**src/rtl/core/sfr_pkg.sv**
```systemverilog
package sfr_pkg;

  localparam int WINDOW_MAX_DEF = 8;
  localparam int BURST_MAX      = 8;
  localparam int BCNT_W         = 4;
  localparam int LEN_W          = 4;
  localparam int TEXT_W         = 64;
  localparam int ADDR_W         = 2;

  typedef enum logic [ADDR_W-1:0] {
    REG_FIND_TEXT    = 2'd0,
    REG_FIND_LEN     = 2'd1,
    REG_REPLACE_TEXT = 2'd2,
    REG_REPLACE_LEN  = 2'd3
  } cfg_reg_t;

  typedef struct packed {
    logic [TEXT_W-1:0] find_text;
    logic [LEN_W-1:0]  find_len;
    logic [TEXT_W-1:0] replace_text;
    logic [LEN_W-1:0]  replace_len;
  } cfg_t;

  typedef struct packed {
    logic [BURST_MAX-1:0][7:0] bytes;
    logic [BCNT_W-1:0]         cnt;
    logic                      marker;
    logic                      last;
  } burst_t;

endpackage

```
**src/rtl/core/sfr_window.sv**
```systemverilog
module sfr_window
  import sfr_pkg::*;
#(
  parameter int WINDOW_MAX = WINDOW_MAX_DEF
) (
  input  logic       clk,
  input  logic       rst_n,
  input  logic       in_valid,
  output logic       in_ready,
  input  logic [7:0] in_byte,
  input  logic       in_last,
  input  cfg_t       cfg,
  input  logic       flush_win,
  input  logic       take,
  output logic       burst_vld,
  output burst_t     burst
);

  localparam int CW = $clog2(WINDOW_MAX + 1);

  logic                       vld_r;
  logic [7:0]                 byte_r;
  logic                       last_r;
  logic [WINDOW_MAX-1:0][7:0] win_r;
  logic [WINDOW_MAX-1:0][7:0] win_nxt;
  logic [WINDOW_MAX-1:0][7:0] wn;
  logic [CW-1:0]              cnt_r;
  logic [CW-1:0]              cnt_nxt;
  logic [CW-1:0]              cnt_app;
  logic                       full;
  logic                       match;
  logic [BCNT_W-1:0]          n;
  logic                       load;

  assign load      = vld_r && take;
  assign in_ready  = !vld_r || take;
  assign burst_vld = vld_r;

  always_comb begin
    wn      = win_r;
    cnt_app = cnt_r;
    for (int i = 0; i < WINDOW_MAX; i++) begin
      if (CW'(i) == cnt_r) begin
        wn[i] = byte_r;
      end
    end
    if (cnt_r < CW'(WINDOW_MAX)) begin
      cnt_app = cnt_r + 1'b1;
    end
    full  = LEN_W'(cnt_app) >= cfg.find_len;
    match = full;
    for (int i = 0; i < WINDOW_MAX; i++) begin
      if ((LEN_W'(i) < cfg.find_len) && (wn[i] != cfg.find_text[8*i +: 8])) begin
        match = 1'b0;
      end
    end

    burst.bytes = '0;
    win_nxt     = wn;
    cnt_nxt     = cnt_app;
    if (match) begin
      burst.bytes = cfg.replace_text;
      n           = cfg.replace_len;
      cnt_nxt     = '0;
    end else begin
      for (int j = 0; j < WINDOW_MAX; j++) begin
        burst.bytes[j] = wn[j];
      end
      if (last_r) begin
        n = BCNT_W'(cnt_app);
      end else if (full) begin
        n = BCNT_W'(1);
      end else begin
        n = '0;
      end
      if (full) begin
        for (int i = 0; i < WINDOW_MAX - 1; i++) begin
          win_nxt[i] = wn[i+1];
        end
        cnt_nxt = cnt_app - 1'b1;
      end
    end
    if (last_r) begin
      cnt_nxt = '0;
    end
    burst.marker = last_r && (n == '0);
    burst.cnt    = burst.marker ? BCNT_W'(1) : n;
    burst.last   = last_r;
  end

  always_ff @(posedge clk) begin
    if (!rst_n) begin
      vld_r <= 1'b0;
    end else if (in_valid && in_ready) begin
      vld_r <= 1'b1;
    end else if (load) begin
      vld_r <= 1'b0;
    end
  end

  always_ff @(posedge clk) begin
    if (in_valid && in_ready) begin
      byte_r <= in_byte;
      last_r <= in_last;
    end
  end

  always_ff @(posedge clk) begin
    if (!rst_n) begin
      cnt_r <= '0;
    end else if (flush_win) begin
      cnt_r <= '0;
    end else if (load) begin
      cnt_r <= cnt_nxt;
    end
  end

  always_ff @(posedge clk) begin
    if (load) begin
      win_r <= win_nxt;
    end
  end

  // Between items the window always holds fewer bytes than one pattern.
  a_win_short: assert property (@(posedge clk) disable iff (!rst_n)
    LEN_W'(cnt_r) < cfg.find_len)
    else $error("window holds a full pattern between items");

endmodule

```
**src/rtl/core/sfr_burst.sv**
```systemverilog
module sfr_burst
  import sfr_pkg::*;
(
  input  logic       clk,
  input  logic       rst_n,
  input  logic       burst_vld,
  input  burst_t     burst,
  output logic       take,
  output logic       out_valid,
  input  logic       out_ready,
  output logic [7:0] out_byte,
  output logic       byte_valid,
  output logic       run_end,
  output logic       stream_end
);

  logic [BURST_MAX-1:0][7:0] bytes_r;
  logic [BCNT_W-1:0]         cnt_r;
  logic                      marker_r;
  logic                      last_r;
  logic                      load;

  assign take       = (cnt_r == '0) || ((cnt_r == BCNT_W'(1)) && out_ready);
  assign load       = burst_vld && take;
  assign out_valid  = cnt_r != '0;
  assign out_byte   = marker_r ? 8'h00 : bytes_r[0];
  assign byte_valid = !marker_r;
  assign run_end    = cnt_r == BCNT_W'(1);
  assign stream_end = run_end && last_r;

  always_ff @(posedge clk) begin
    if (!rst_n) begin
      cnt_r <= '0;
    end else if (load) begin
      cnt_r <= burst.cnt;
    end else if (out_valid && out_ready) begin
      cnt_r <= cnt_r - 1'b1;
    end
  end

  always_ff @(posedge clk) begin
    if (load) begin
      bytes_r  <= burst.bytes;
      marker_r <= burst.marker;
      last_r   <= burst.last;
    end else if (out_valid && out_ready) begin
      bytes_r <= {8'h00, bytes_r[BURST_MAX-1:1]};
    end
  end

  a_load_shows: assert property (@(posedge clk) disable iff (!rst_n)
    load && (burst.cnt != '0) |=> out_valid)
    else $error("loaded run is not presented");

  a_marker_alone: assert property (@(posedge clk) disable iff (!rst_n)
    out_valid && marker_r |-> cnt_r == BCNT_W'(1))
    else $error("end marker is not a single item");

  a_cnt_bound: assert property (@(posedge clk) disable iff (!rst_n)
    cnt_r <= BCNT_W'(BURST_MAX))
    else $error("run length exceeds buffer");

endmodule

```
**src/rtl/core/stream_find_replace_unit.sv**
```systemverilog
// Streaming byte find-and-replace.
// Input channel: one text byte per item on in_tdata, in_tlast marks the end of the text.
// Result channel: one byte per item on out_tdata; out_tlast marks the last item caused by
// one input item, out_tuser[0] says the item carries a byte (0 is an empty end marker),
// out_tuser[1] marks the final item of the whole text.
// Configuration: cfg_we writes register cfg_addr (0 find text, 1 find length,
// 2 replacement text, 3 replacement length) with cfg_wdata; a find length write
// drops any pending bytes. Write only while the block is idle.
// An input item is held in the input register, where its results are built, and is loaded
// into the output buffer once that buffer can take it; the buffer then presents its first result.
// One input item per cycle is sustained while each item yields at most one result and
// out_tready stays high; an item that yields n results holds the output buffer until all n
// are taken, one result per cycle while out_tready is high.
// The output buffer is reloaded in the cycle its last result is taken, so input stalls
// only while a run drains or out_tready is low; a stalled result holds its value.
// Reset clears the pending window, both stages and the registers (find length 1).
module stream_find_replace_unit
  import sfr_pkg::*;
#(
  parameter int WINDOW_MAX = WINDOW_MAX_DEF
) (
  input  logic              clk,
  input  logic              rst_n,
  input  logic              in_tvalid,
  output logic              in_tready,
  input  logic [7:0]        in_tdata,   // [7:0] in_byte
  input  logic              in_tlast,
  output logic              out_tvalid,
  input  logic              out_tready,
  output logic [7:0]        out_tdata,  // [7:0] out_byte
  output logic [1:0]        out_tuser,  // [0] byte_valid, [1] stream_end
  output logic              out_tlast,
  input  logic              cfg_we,
  input  logic [ADDR_W-1:0] cfg_addr,
  input  logic [TEXT_W-1:0] cfg_wdata
);

  logic [TEXT_W-1:0] find_text_r;
  logic [LEN_W-1:0]  find_len_r;
  logic [TEXT_W-1:0] replace_text_r;
  logic [LEN_W-1:0]  replace_len_r;
  logic              flush_win;
  cfg_t              cfg;
  logic              take;
  logic              burst_vld;
  burst_t            burst;

  always_ff @(posedge clk) begin
    if (!rst_n) begin
      find_text_r    <= '0;
      find_len_r     <= LEN_W'(1);
      replace_text_r <= '0;
      replace_len_r  <= '0;
    end else if (cfg_we) begin
      unique case (cfg_reg_t'(cfg_addr))
        REG_FIND_TEXT:    find_text_r    <= cfg_wdata;
        REG_FIND_LEN:     find_len_r     <= cfg_wdata[LEN_W-1:0];
        REG_REPLACE_TEXT: replace_text_r <= cfg_wdata;
        REG_REPLACE_LEN:  replace_len_r  <= cfg_wdata[LEN_W-1:0];
        default: ;
      endcase
    end
  end

  assign flush_win = cfg_we && (cfg_reg_t'(cfg_addr) == REG_FIND_LEN);

  always_comb begin
    cfg.find_text    = find_text_r;
    cfg.replace_text = replace_text_r;
    if (find_len_r == '0) begin
      cfg.find_len = LEN_W'(1);
    end else if (find_len_r > LEN_W'(WINDOW_MAX)) begin
      cfg.find_len = LEN_W'(WINDOW_MAX);
    end else begin
      cfg.find_len = find_len_r;
    end
    if (replace_len_r > LEN_W'(BURST_MAX)) begin
      cfg.replace_len = LEN_W'(BURST_MAX);
    end else begin
      cfg.replace_len = replace_len_r;
    end
  end

  sfr_window #(
    .WINDOW_MAX(WINDOW_MAX)
  ) u_window (
    .clk       (clk),
    .rst_n     (rst_n),
    .in_valid  (in_tvalid),
    .in_ready  (in_tready),
    .in_byte   (in_tdata),
    .in_last   (in_tlast),
    .cfg       (cfg),
    .flush_win (flush_win),
    .take      (take),
    .burst_vld (burst_vld),
    .burst     (burst)
  );

  sfr_burst u_burst (
    .clk        (clk),
    .rst_n      (rst_n),
    .burst_vld  (burst_vld),
    .burst      (burst),
    .take       (take),
    .out_valid  (out_tvalid),
    .out_ready  (out_tready),
    .out_byte   (out_tdata),
    .byte_valid (out_tuser[0]),
    .run_end    (out_tlast),
    .stream_end (out_tuser[1])
  );

endmodule

```
**config.mk**
```make
export PLATFORM = sky130hd
export DESIGN_NAME = stream_find_replace_unit
export DESIGN_NICKNAME = d
export VERILOG_FILES = /design/src/rtl/core/sfr_pkg.sv /design/src/rtl/core/sfr_window.sv /design/src/rtl/core/sfr_burst.sv /design/src/rtl/core/stream_find_replace_unit.sv
export SDC_FILE = /design/constraint.sdc
export NUM_CORES = 1
export LEC_CHECK = 0
export BUFFER_PORTS_ARGS = -buffer_cell sky130_fd_sc_hd__clkbuf_2
export CORE_UTILIZATION = 46
export CTS_CLUSTER_DIAMETER = 150
export DETAILED_ROUTE_END_ITERATION = 8
export SETUP_SLACK_MARGIN = 0.05
export SLEW_MARGIN = 10
export SYNTH_ARGS = -nofsm -noshare
export SYNTH_HDL_FRONTEND = slang
export SYNTH_SLANG_ARGS = --single-unit
```
**constraint.sdc**
```tcl
create_clock -name clk -period 7.66 [get_ports clk]
set_clock_uncertainty 0.2 [all_clocks]
set_input_delay 0.766 -clock clk [delete_from_list [all_inputs] [get_ports clk]]
set_output_delay 0.766 -clock clk [all_outputs]
set_load 0.02 [all_outputs]
```
==> metrics, run 1 <==
DIE AREA=about 31000 um2; Max clock buf depth=3; hold_buf cts=0; Post-CTS Setup Bufs=0; antenna violations before repair=0; Hold Vio Cnt, Final=0; slew at the pin with the worst max-slew slack=roughly 1.0 ns; grt total ovfl=0; Ys Warns=0; largest net degree at the start of global routing=a little under 80; max cap viols=0; Routed Antenna Nets=0; first drt pass iteration count=5; Tot Pwr=0.00474 W; WL/cell=~20 um; highest routed metal layer=met4; Mapped Area=between 10000 and 15000 um2; Synth Net Count=around 1600; Vias=roughly 11000; DR WL met3=2180 um; vias in the first global route=10500; Num CTS Buffers=34; Iteration-0 DRC Markers=slightly below 1000; Setup crit start kind=flip-flop; Initial Util=between 40 and 50%; slew margin rel.=29.9%; clk sinks=284; first-pass GRT wire length=approximately 60000 um; Final min period=between 5 and 6 ns; type of element capturing the critical path=flip-flop; Layout area overhead=12.6%; port buffer count=between 90 and 100; H-tree Lvls=2; WP data required=roughly 7.7 ns; Max Freq=roughly 190 MHz; ANT cells=0; Pwr Density=around 300 nW/um2; status=finished, final reports clean; Worst-path clk slew=about 0.060 ns; register area share after synthesis=around half; vias per inst=about 5.6; Die Width=about 180 um; Met1 Wirelength=roughly 18000 um; final count of negative-setup-slack endpoints=0; Min-Delay Path Class=in2reg; Synth Register Bits=around 280; WS Path Type=reg2reg; RSZ-0062 raised after global routing=no; Peak VDD IR=~0.00019 V; layout cells sized above 1=11.7%; syn_area_per_cell=just over 9 um2; setup_tns=0 ns; final WL=roughly 39000 um; Netlist cell types=between 60 and 70; row count=63; register area=a little over 7000 um2; met2 routed WL=~19000 um; Post-route DRC=0; CTS tree=yes; DP HPWL=about 26000 um; Pins Over Slew Limit=0; Post-CTS Resized=0; Multi-input gate area=approximately 6400 um2; dominant synthesized flop cell=dfxtp_1; global placement routability congestion=between 0.8 and 0.9; EDFF count, synth=139; clock latency on the worst-skew pair=0.51 ns; Total GRT Usage=between 20% and 30%; Chip Height=177 um; final net count=~1700; Fill cells=approximately 2800; CP Data Arrival Time=approximately 5.3 ns; Syn Inst Count=between 1500 and 2000; Post-synth ARST share=0%; IO Pins=just over 90; CTS root buf=clkbuf_16; period utilization=around 69%; core area=between 20000 and 30000 um2; Crit Path Max Fanout=between 70 and 80; Leak=approximately 6.4 nW
[cell usage after synthesis, drive strengths merged, types with 3 or more instances]
master   instances  area share (%)
a2111oi          6            0.42
a211oi          12            0.64
a21o             3            0.16
a21oi          155             5.5
a2bb2oi          3            0.19
and2            52             2.3
and3             5            0.22
buf             26             1.4
clkbuf          74             2.0
dfxtp          145              21
edfxtp         139              30
ha              12             1.1
inv             64             1.7
mux2             6            0.48
mux2i          126             8.9
nand2          343             9.1
nand2b          13            0.58
nand3            8            0.28
nand3b           5            0.35
nand4            8            0.35
nor2            94             2.5
nor2b           21            0.93
nor3            10            0.35
nor3b            7            0.49
nor4             7            0.42
o2111ai          4            0.25
o21ai           15            0.53
o221ai           4            0.25
o22ai           37             1.6
o31ai           49             2.6
or2              5            0.22
xnor2           23             1.4
xor2            19             1.2
[final timing paths]
check | start | endpoint | slack [ns] | cells past startpoint
max | u_window.cnt_r[3] | u_burst.bytes_r[45] | 2.40 | 13
min | in_tdata[2] | u_window.byte_r[2] | 0.23 | 1
min reg2reg | replace_text_r[3] | replace_text_r[3] | 0.25 | 2
max reg2reg | u_window.cnt_r[3] | u_burst.bytes_r[45] | 2.40 | 13
[state kept, by name (all words and copies together), names as in the netlist]
name                flops
u_window.byte_r         8
u_window.last_r         1
u_burst.cnt_r           4
u_burst.bytes_r        64
replace_len_r           4
u_window.win_r         64
find_len_r              4
u_window.cnt_r          4
u_burst.marker_r        1
u_window.burst_vld      1
replace_text_r         64
find_text_r            64
u_burst.last_r          1
[logic make-up after synthesis]
kind of cell             synth area share (%)
multiplexers                             9.41
adder cells (fa/ha/maj)                  1.06
buffers and inverters                    5.03
flip-flops                               50.1
XOR/XNOR                                 2.61
AO/OA/AOI/OAI                            13.3
AND/OR/NAND/NOR                          18.4
[layout by cell type, fill, tap and decap left out, drive strengths merged, types with 23 or more instances in the layout]
cell,count
xnor2,23
a21oi,155
edfxtp,139
inv,64
dfxtp,145
nand2,343
and2,52
nor2,94
clkbuf,148
mux2i,126
o31ai,49
o22ai,37
[layer usage]
metal / track usage [%] / up-vias
met4: 7.87 / 0
met5: 0 / -
met1: 34.2 / 5330
met2: 41.6 / 360
met3: 2.88 / 71
li1: - / 5378
[stage by stage]
step | utilization [%] | std cells | area, um2 | worst slack [ns] | hold WS [ns]
floorplan | - | 1523 | 14100 | 3.93 | 0.236
global route | 53.2 | 1983 | 15900 | 2.05 | 0.218
global placement | 49.4 | 1921 | 14800 | 2.48 | 0.243
finish | 53.2 | 1983 | 15900 | 2.40 | 0.230
detailed placement | 49.4 | 1921 | 14800 | 2.45 | 0.248
CTS | 53.2 | 1983 | 15900 | 2.40 | 0.209
[layout make-up]
| cell class | instances | share of cell area (%) |
|---|---|---|
| clock buffers | 56 | 6.87 |
| clock inverters | 6 | 0.189 |
| inverters | 64 | 1.53 |
| multi-input cells | 1075 | 40.2 |
| flip-flops and latches | 284 | 44.5 |
| well taps | 390 | 3.07 |
| repair buffers | 108 | 3.65 |
[critical path, stage by stage (launching register included)]
cell,delay (ns)
dfxtp_1,0.73
xor2_1,0.44
ha_1,0.30
nand2b_1,0.14
a21o_1,0.17
a21o_1,0.17
a21oi_1,0.70
or4_1,0.31
nor3_1,0.10
o2111ai_4,0.08
buf_4,0.54
buf_4,0.67
and2_1,0.23
o31ai_1,0.08
[where the power goes]
group	leakage, nW	internal [W]	switching [W]
Sequential	2.36	0.00201	0.000153
Clock	0.558	0.000974	0.000628
Combinational	3.52	0.000324	0.000655
Total	6.44	0.00331	0.00144
Note: power is estimated with default switching activity, not from simulation.
==> run 2, diff against run 1 <==
==> constraint.sdc (replaced) <==
create_clock -name clk -period 5.45 [get_ports clk]
set_clock_uncertainty 0.2 [all_clocks]
set_input_delay 0.545 -clock clk [delete_from_list [all_inputs] [get_ports clk]]
set_output_delay 0.545 -clock clk [all_outputs]
set_load 0.02 [all_outputs]
==> run 2 against run 1 <==
Effect of this change: fmax up 8.1%; clock-buffer cell count down 5; routed wire length up 0.99%; register-to-register slack worse by 1.8 ns; global-route usage up 0.44 points; design area up 2.6%; via count up 0.85%; total power up 39%.
==> metrics, run 2 (same netlist as run 1, synthesis figures left out) <==
status=finished, final reports clean; Worst R2R End=u_window.win_r[29]; slew at the pin with the worst max-slew slack=1.04 ns; Reg2Reg Setup Slack=0.58 ns; CP dominant cell by count=mux2i_1; Post-route DRC=0; RSZ-0062 raised after global routing=no; final net count=around 1700; commonest cells after routing, fill and taps aside=nand2_1 (343), a21oi_1 (155), dfxtp_1 (145); cell family with most CP delay=compound AO/OA/AOI/OAI gates; type of element capturing the critical path=flip-flop; IO Pins=between 90 and 100; vias per inst=approximately 5.5; Iteration-0 DRC Markers=just under 800; Setup crit start kind=flip-flop; CP cell instances=inv_1 > ha_1 > nor3b_4 > mux2i_1 > o22ai_1 > a2111oi_0 > nand3_1 > o41ai_2 > o2111ai_4 > nor2b_4 > buf_4 > mux2i_1; clock latency on the worst-skew pair=0.57 ns; setup_tns=0 ns; hold_sp=cfg_wdata[38]; vias in the first global route=between 10000 and 15000; Chip Height=between 150 and 200 um; Fill cells=between 2000 and 3000; final count of negative-setup-slack endpoints=0; worst r2r src=u_window.cnt_r[0]; Peak VDD IR=approximately 0.00027 V; DIE AREA=31400 um2; Max Freq=slightly above 200 MHz; Worst-path clk slew=0.06 ns; worst path bufs/invs=2; Tot Pwr=about 0.0066 W; Setup WS post-layout=0.584 ns; grt total ovfl=0; slew margin rel.=30.8%; core area=29900 um2; Layout Cells excl Fill=roughly 2000; hold path depth=3; layout cells sized above 1=12.7%; row count=63; max cap viols=0; Routed Antenna Nets=0; Setup WS pre-CTS=approximately 0.63 ns; Num CTS Buffers=31; clk sinks=284; global placement routability congestion=~0.85; first drt pass iteration count=6; CTS tree=yes; CP max-delay cell=nor3b_4; final WL=about 40000 um; Hold Vio Cnt, Final=0; Layout area overhead=15.6%; Final min period=between 4 and 5 ns; Hold Path Sink=find_text_r[38]; CP Data Arrival Time=a little under 5 ns; Pins Over Slew Limit=0; Worst path max stage delay=0.58 ns; Vias=about 11000; register area=7080 um2; Crit Path Max Fanout=23; Finished Cell Area=16300 um2; CTS root buf=clkbuf_16; port buffer count=around 90; first-pass GRT wire length=~60000 um; most common cell after layout, fill and taps aside=nand2_1; worst r2r path cells=12; largest net degree at the start of global routing=between 80 and 90; DP HPWL=26600 um; WP data required=5.53 ns; Pwr Density=about 400 nW/um2; Critical Path Stages=12; WL/cell=slightly below 20 um; Total GRT Usage=about a quarter; Post-CTS Resized=0; Min-Delay Path Class=in2reg; Die Width=between 150 and 200 um; Leak=roughly 6.7 nW; Initial Util=approximately 47%; Multi-input gate area=6380 um2; period utilization=between 80% and 90%; Cell Area, Placed=approximately 15000 um2; WS Path Type=reg2reg; antenna violations before repair=0; dpl cells=~2000; H-tree Lvls=1; Max clock buf depth=3; ANT cells=0
## run 2: report_power, final
part / internal (W) / switching, W / leakage (nW)
Combinational: 0.000488 / 0.000958 / 3.78
Clock: 0.00127 / 0.000856 / 0.520
Sequential: 0.00282 / 0.000192 / 2.36
## run 2: repair_timing
action | CTS | global route
endpoints found under the hold margin | 42 | 0
setup buffers | 0 | 0
hold buffers | 30 | 0
## run 2: worst max-delay path by stage
stage	slack (ns)	endpoint	startpoint
detailed placement	0.63	u_window.win_r[29]	u_window.cnt_r[0]
global placement	0.80	u_window.win_r[29]	u_window.cnt_r[0]
CTS	0.62	u_window.win_r[29]	u_window.cnt_r[0]
finish	0.58	u_window.win_r[29]	u_window.cnt_r[0]
floorplan	1.72	u_burst.bytes_r[4]	u_window.cnt_r[0]
global route	0.27	u_window.win_r[29]	u_window.cnt_r[0]
## run 2: worst min-delay path: cells and delay by family
| family | cells | cell delay [ns] |
|---|---|---|
| buf+inv | 1 | 0.09 |
| simple gates | 1 | 0.05 |
| compound gates | 1 | 0.05 |
## run 2: final cells by class
class	instances	area share, %
inverter	64	1.49
sequential	284	43.4
clock inverter	7	0.391
tap	390	2.99
clock buffer	51	6.03
timing repair buffer	162	6.58
multi-input combinational	1075	39.1
## run 2: routing by layer
metal  routed length [um]  vias up  GRT usage, %
li1                     -     5475             -
met1                18000     5360          34.5
met2                18500      312          42.1
met3                 1900       87          3.11
met4                 1320        0          8.94
met5                    0        -             0
## run 2: metrics by stage
| stage | utilization, % | hold WS (ns) |
|---|---|---|
| after floorplan | - | 0.236 |
| after global placement | 50.1 | 0.243 |
| after detailed placement | 50.1 | 0.248 |
| after CTS | 54.6 | 0.00130 |
| after global routing | 54.6 | 0.00410 |
| final | 54.6 | 0.0190 |
==> run 3, diff against run 2 <==
--- a/config.mk
+++ b/config.mk
@@ -9,6 +9,7 @@
 export CORE_UTILIZATION = 46
 export CTS_CLUSTER_DIAMETER = 150
 export DETAILED_ROUTE_END_ITERATION = 8
+export PLACE_DENSITY = 0.71
 export SETUP_SLACK_MARGIN = 0.05
 export SLEW_MARGIN = 10
 export SYNTH_ARGS = -nofsm -noshare
==> constraint.sdc (replaced) <==
create_clock -name clk -period 4.4 [get_ports clk]
set_clock_uncertainty 0.2 [all_clocks]
set_input_delay 0.44 -clock clk [delete_from_list [all_inputs] [get_ports clk]]
set_output_delay 0.44 -clock clk [all_outputs]
set_load 0.02 [all_outputs]
==> run 3 against run 2 <==
Effect of this change: die area stayed put; global-route usage is 0.17 points higher; highest routed layer unchanged; sequential power is 24% higher; flip-flop and latch count stayed put; total power is 24% higher.
==> metrics, run 3 (same netlist as run 1, synthesis figures left out) <==
status=finished, final reports clean; port buffer count=92; Max Freq=approximately 240 MHz; Die Width=about 180 um; clk sinks=around 280; layout cells sized above 1=around 14%; final WL=40000 um; DIE AREA=roughly 31000 um2; IO Pins=93; final count of negative-setup-slack endpoints=0; max cap viols=0; antenna violations before repair=0; CP Data Arrival Time=around 4.4 ns; Finished Cell Area=roughly 17000 um2; dpl cells=slightly below 2000; Min-Delay Path Class=in2reg; Hold Vio Cnt, Final=0; WL/cell=around 19 um; Pwr Density=481 nW/um2; first-pass GRT wire length=between 60000 and 70000 um; DP HPWL=between 20000 and 30000 um; commonest cells after routing, fill and taps aside=nand2_1 (343), a21oi_1 (155), dfxtp_1 (145); vias per inst=5.58; Total GRT Usage=25.7%; core area=29900 um2; setup_tns=0 ns; first drt pass iteration count=5; WS Path Type=reg2reg; final net count=~1800; internal power=roughly 0.0057 W; slew at the pin with the worst max-slew slack=1.04 ns; WP data required=~4.6 ns; Vias=11800; Multi-input gate area=6390 um2; largest net degree at the start of global routing=86; Sw Share=a little over 30%; Clk network pwr share=between 30% and 40%; Cell Area, Placed=~15000 um2; Layout area overhead=20.8%; Util after Layout=57.1%; Initial Util=between 40 and 50%; period utilization=between 90% and 100%; Max clock buf depth=3; Chip Height=about 180 um; CTS root buf=clkbuf_16; Comb power frac=between 20% and 30%; Peak VDD IR=between 0.0003 and 0.0004 V; Worst-path clk slew=0.06 ns; Post-route DRC=0; Final min period=around 4.2 ns; type of element capturing the critical path=flip-flop; slew margin rel.=30.8%; Iteration-0 DRC Markers=around 870; Num CTS Buffers=31; Routed Antenna Nets=0; sw power=about 0.0025 W; Leak=roughly 7 nW; vias in the first global route=~12000; Layout Cells excl Fill=approximately 2100; grt total ovfl=0; Pins Over Slew Limit=0; RSZ-0062 raised after global routing=yes; clock latency on the worst-skew pair=0.56 ns; sequential power share=45.5%; CTS tree=yes; ANT cells=0; register area=about 7100 um2; H-tree Lvls=1; WHS=0.0864 ns; row count=63; global placement routability congestion=roughly 0.91; Fill cells=2614; Setup crit start kind=flip-flop; Crit Path Max Fanout=85; most common cell after layout, fill and taps aside=nand2_1
==> run 3: area by class of cell <==
type | instances | share of cell area [%]
Clock buffer | 41 | 5.16
Clock inverter | 16 | 0.770
Inverter | 64 | 1.42
Multi-Input combinational cell | 1075 | 37.5
Sequential cell | 284 | 41.5
Tap cell | 390 | 2.86
Timing Repair Buffer | 239 | 10.8
==> run 3: critical path: stages (launching register included) <==
cell and delay (ns):
dfxtp_1 0.46, ha_1 0.26, nor3b_2 0.51, mux2i_1 0.47
o22ai_1 0.15, a211oi_1 0.33, nand4_1 0.21, o41ai_2 0.34
o2111ai_4 0.24, buf_12 0.25, and2_1 0.22, o31ai_1 0.28
==> run 3: what timing repair did <==
item	in CTS	in global routing
hold buffers	75	0
resized for setup	0	2
endpoints found under the hold margin	138	0
setup endpoints to repair	0	89
buffers inserted	0	2
==> run 3: path summary, 6_finish.rpt <==
kind	start	to	slack [ns]	cells past startpoint
worst max-delay path	u_window.cnt_r[0]	u_burst.bytes_r[12]	0.21	11
worst min-delay path	out_tready	u_burst.cnt_r[3]	0.09	4
worst max register to register	u_window.cnt_r[0]	u_burst.bytes_r[12]	0.21	11
worst min register to register	replace_text_r[3]	replace_text_r[3]	0.26	2
==> run 3: metal layers <==
metal | global-route usage, % | share of wire [%] | vias to the layer above
met5 | 0 | 0 | -
li1 | - | - | 5629
met4 | 7.72 | 2.7 | 0
met2 | 43.3 | 48 | 393
met1 | 34.3 | 43 | 5690
met3 | 3.31 | 5.7 | 66
==> run 3: through the flow <==
step           total power (W)  worst slack, ns
2_1_floorplan          0.00489            0.669
3_3_place_gp           0.00555            0.294
3_5_place_dp           0.00560            0.203
4_1_cts                0.00823            0.149
5_1_grt                0.00856          -0.0287
6_report               0.00820            0.209
==> run 3: power groups by stage <==
stage               registers [W]  logic [W]  clock network [W]
floorplan                 0.00366    0.00123                  0
global placement          0.00377    0.00178                  0
detailed placement        0.00377    0.00183                  0
CTS                       0.00372    0.00189            0.00262
global route              0.00377    0.00207            0.00272
finish                    0.00373    0.00188            0.00259
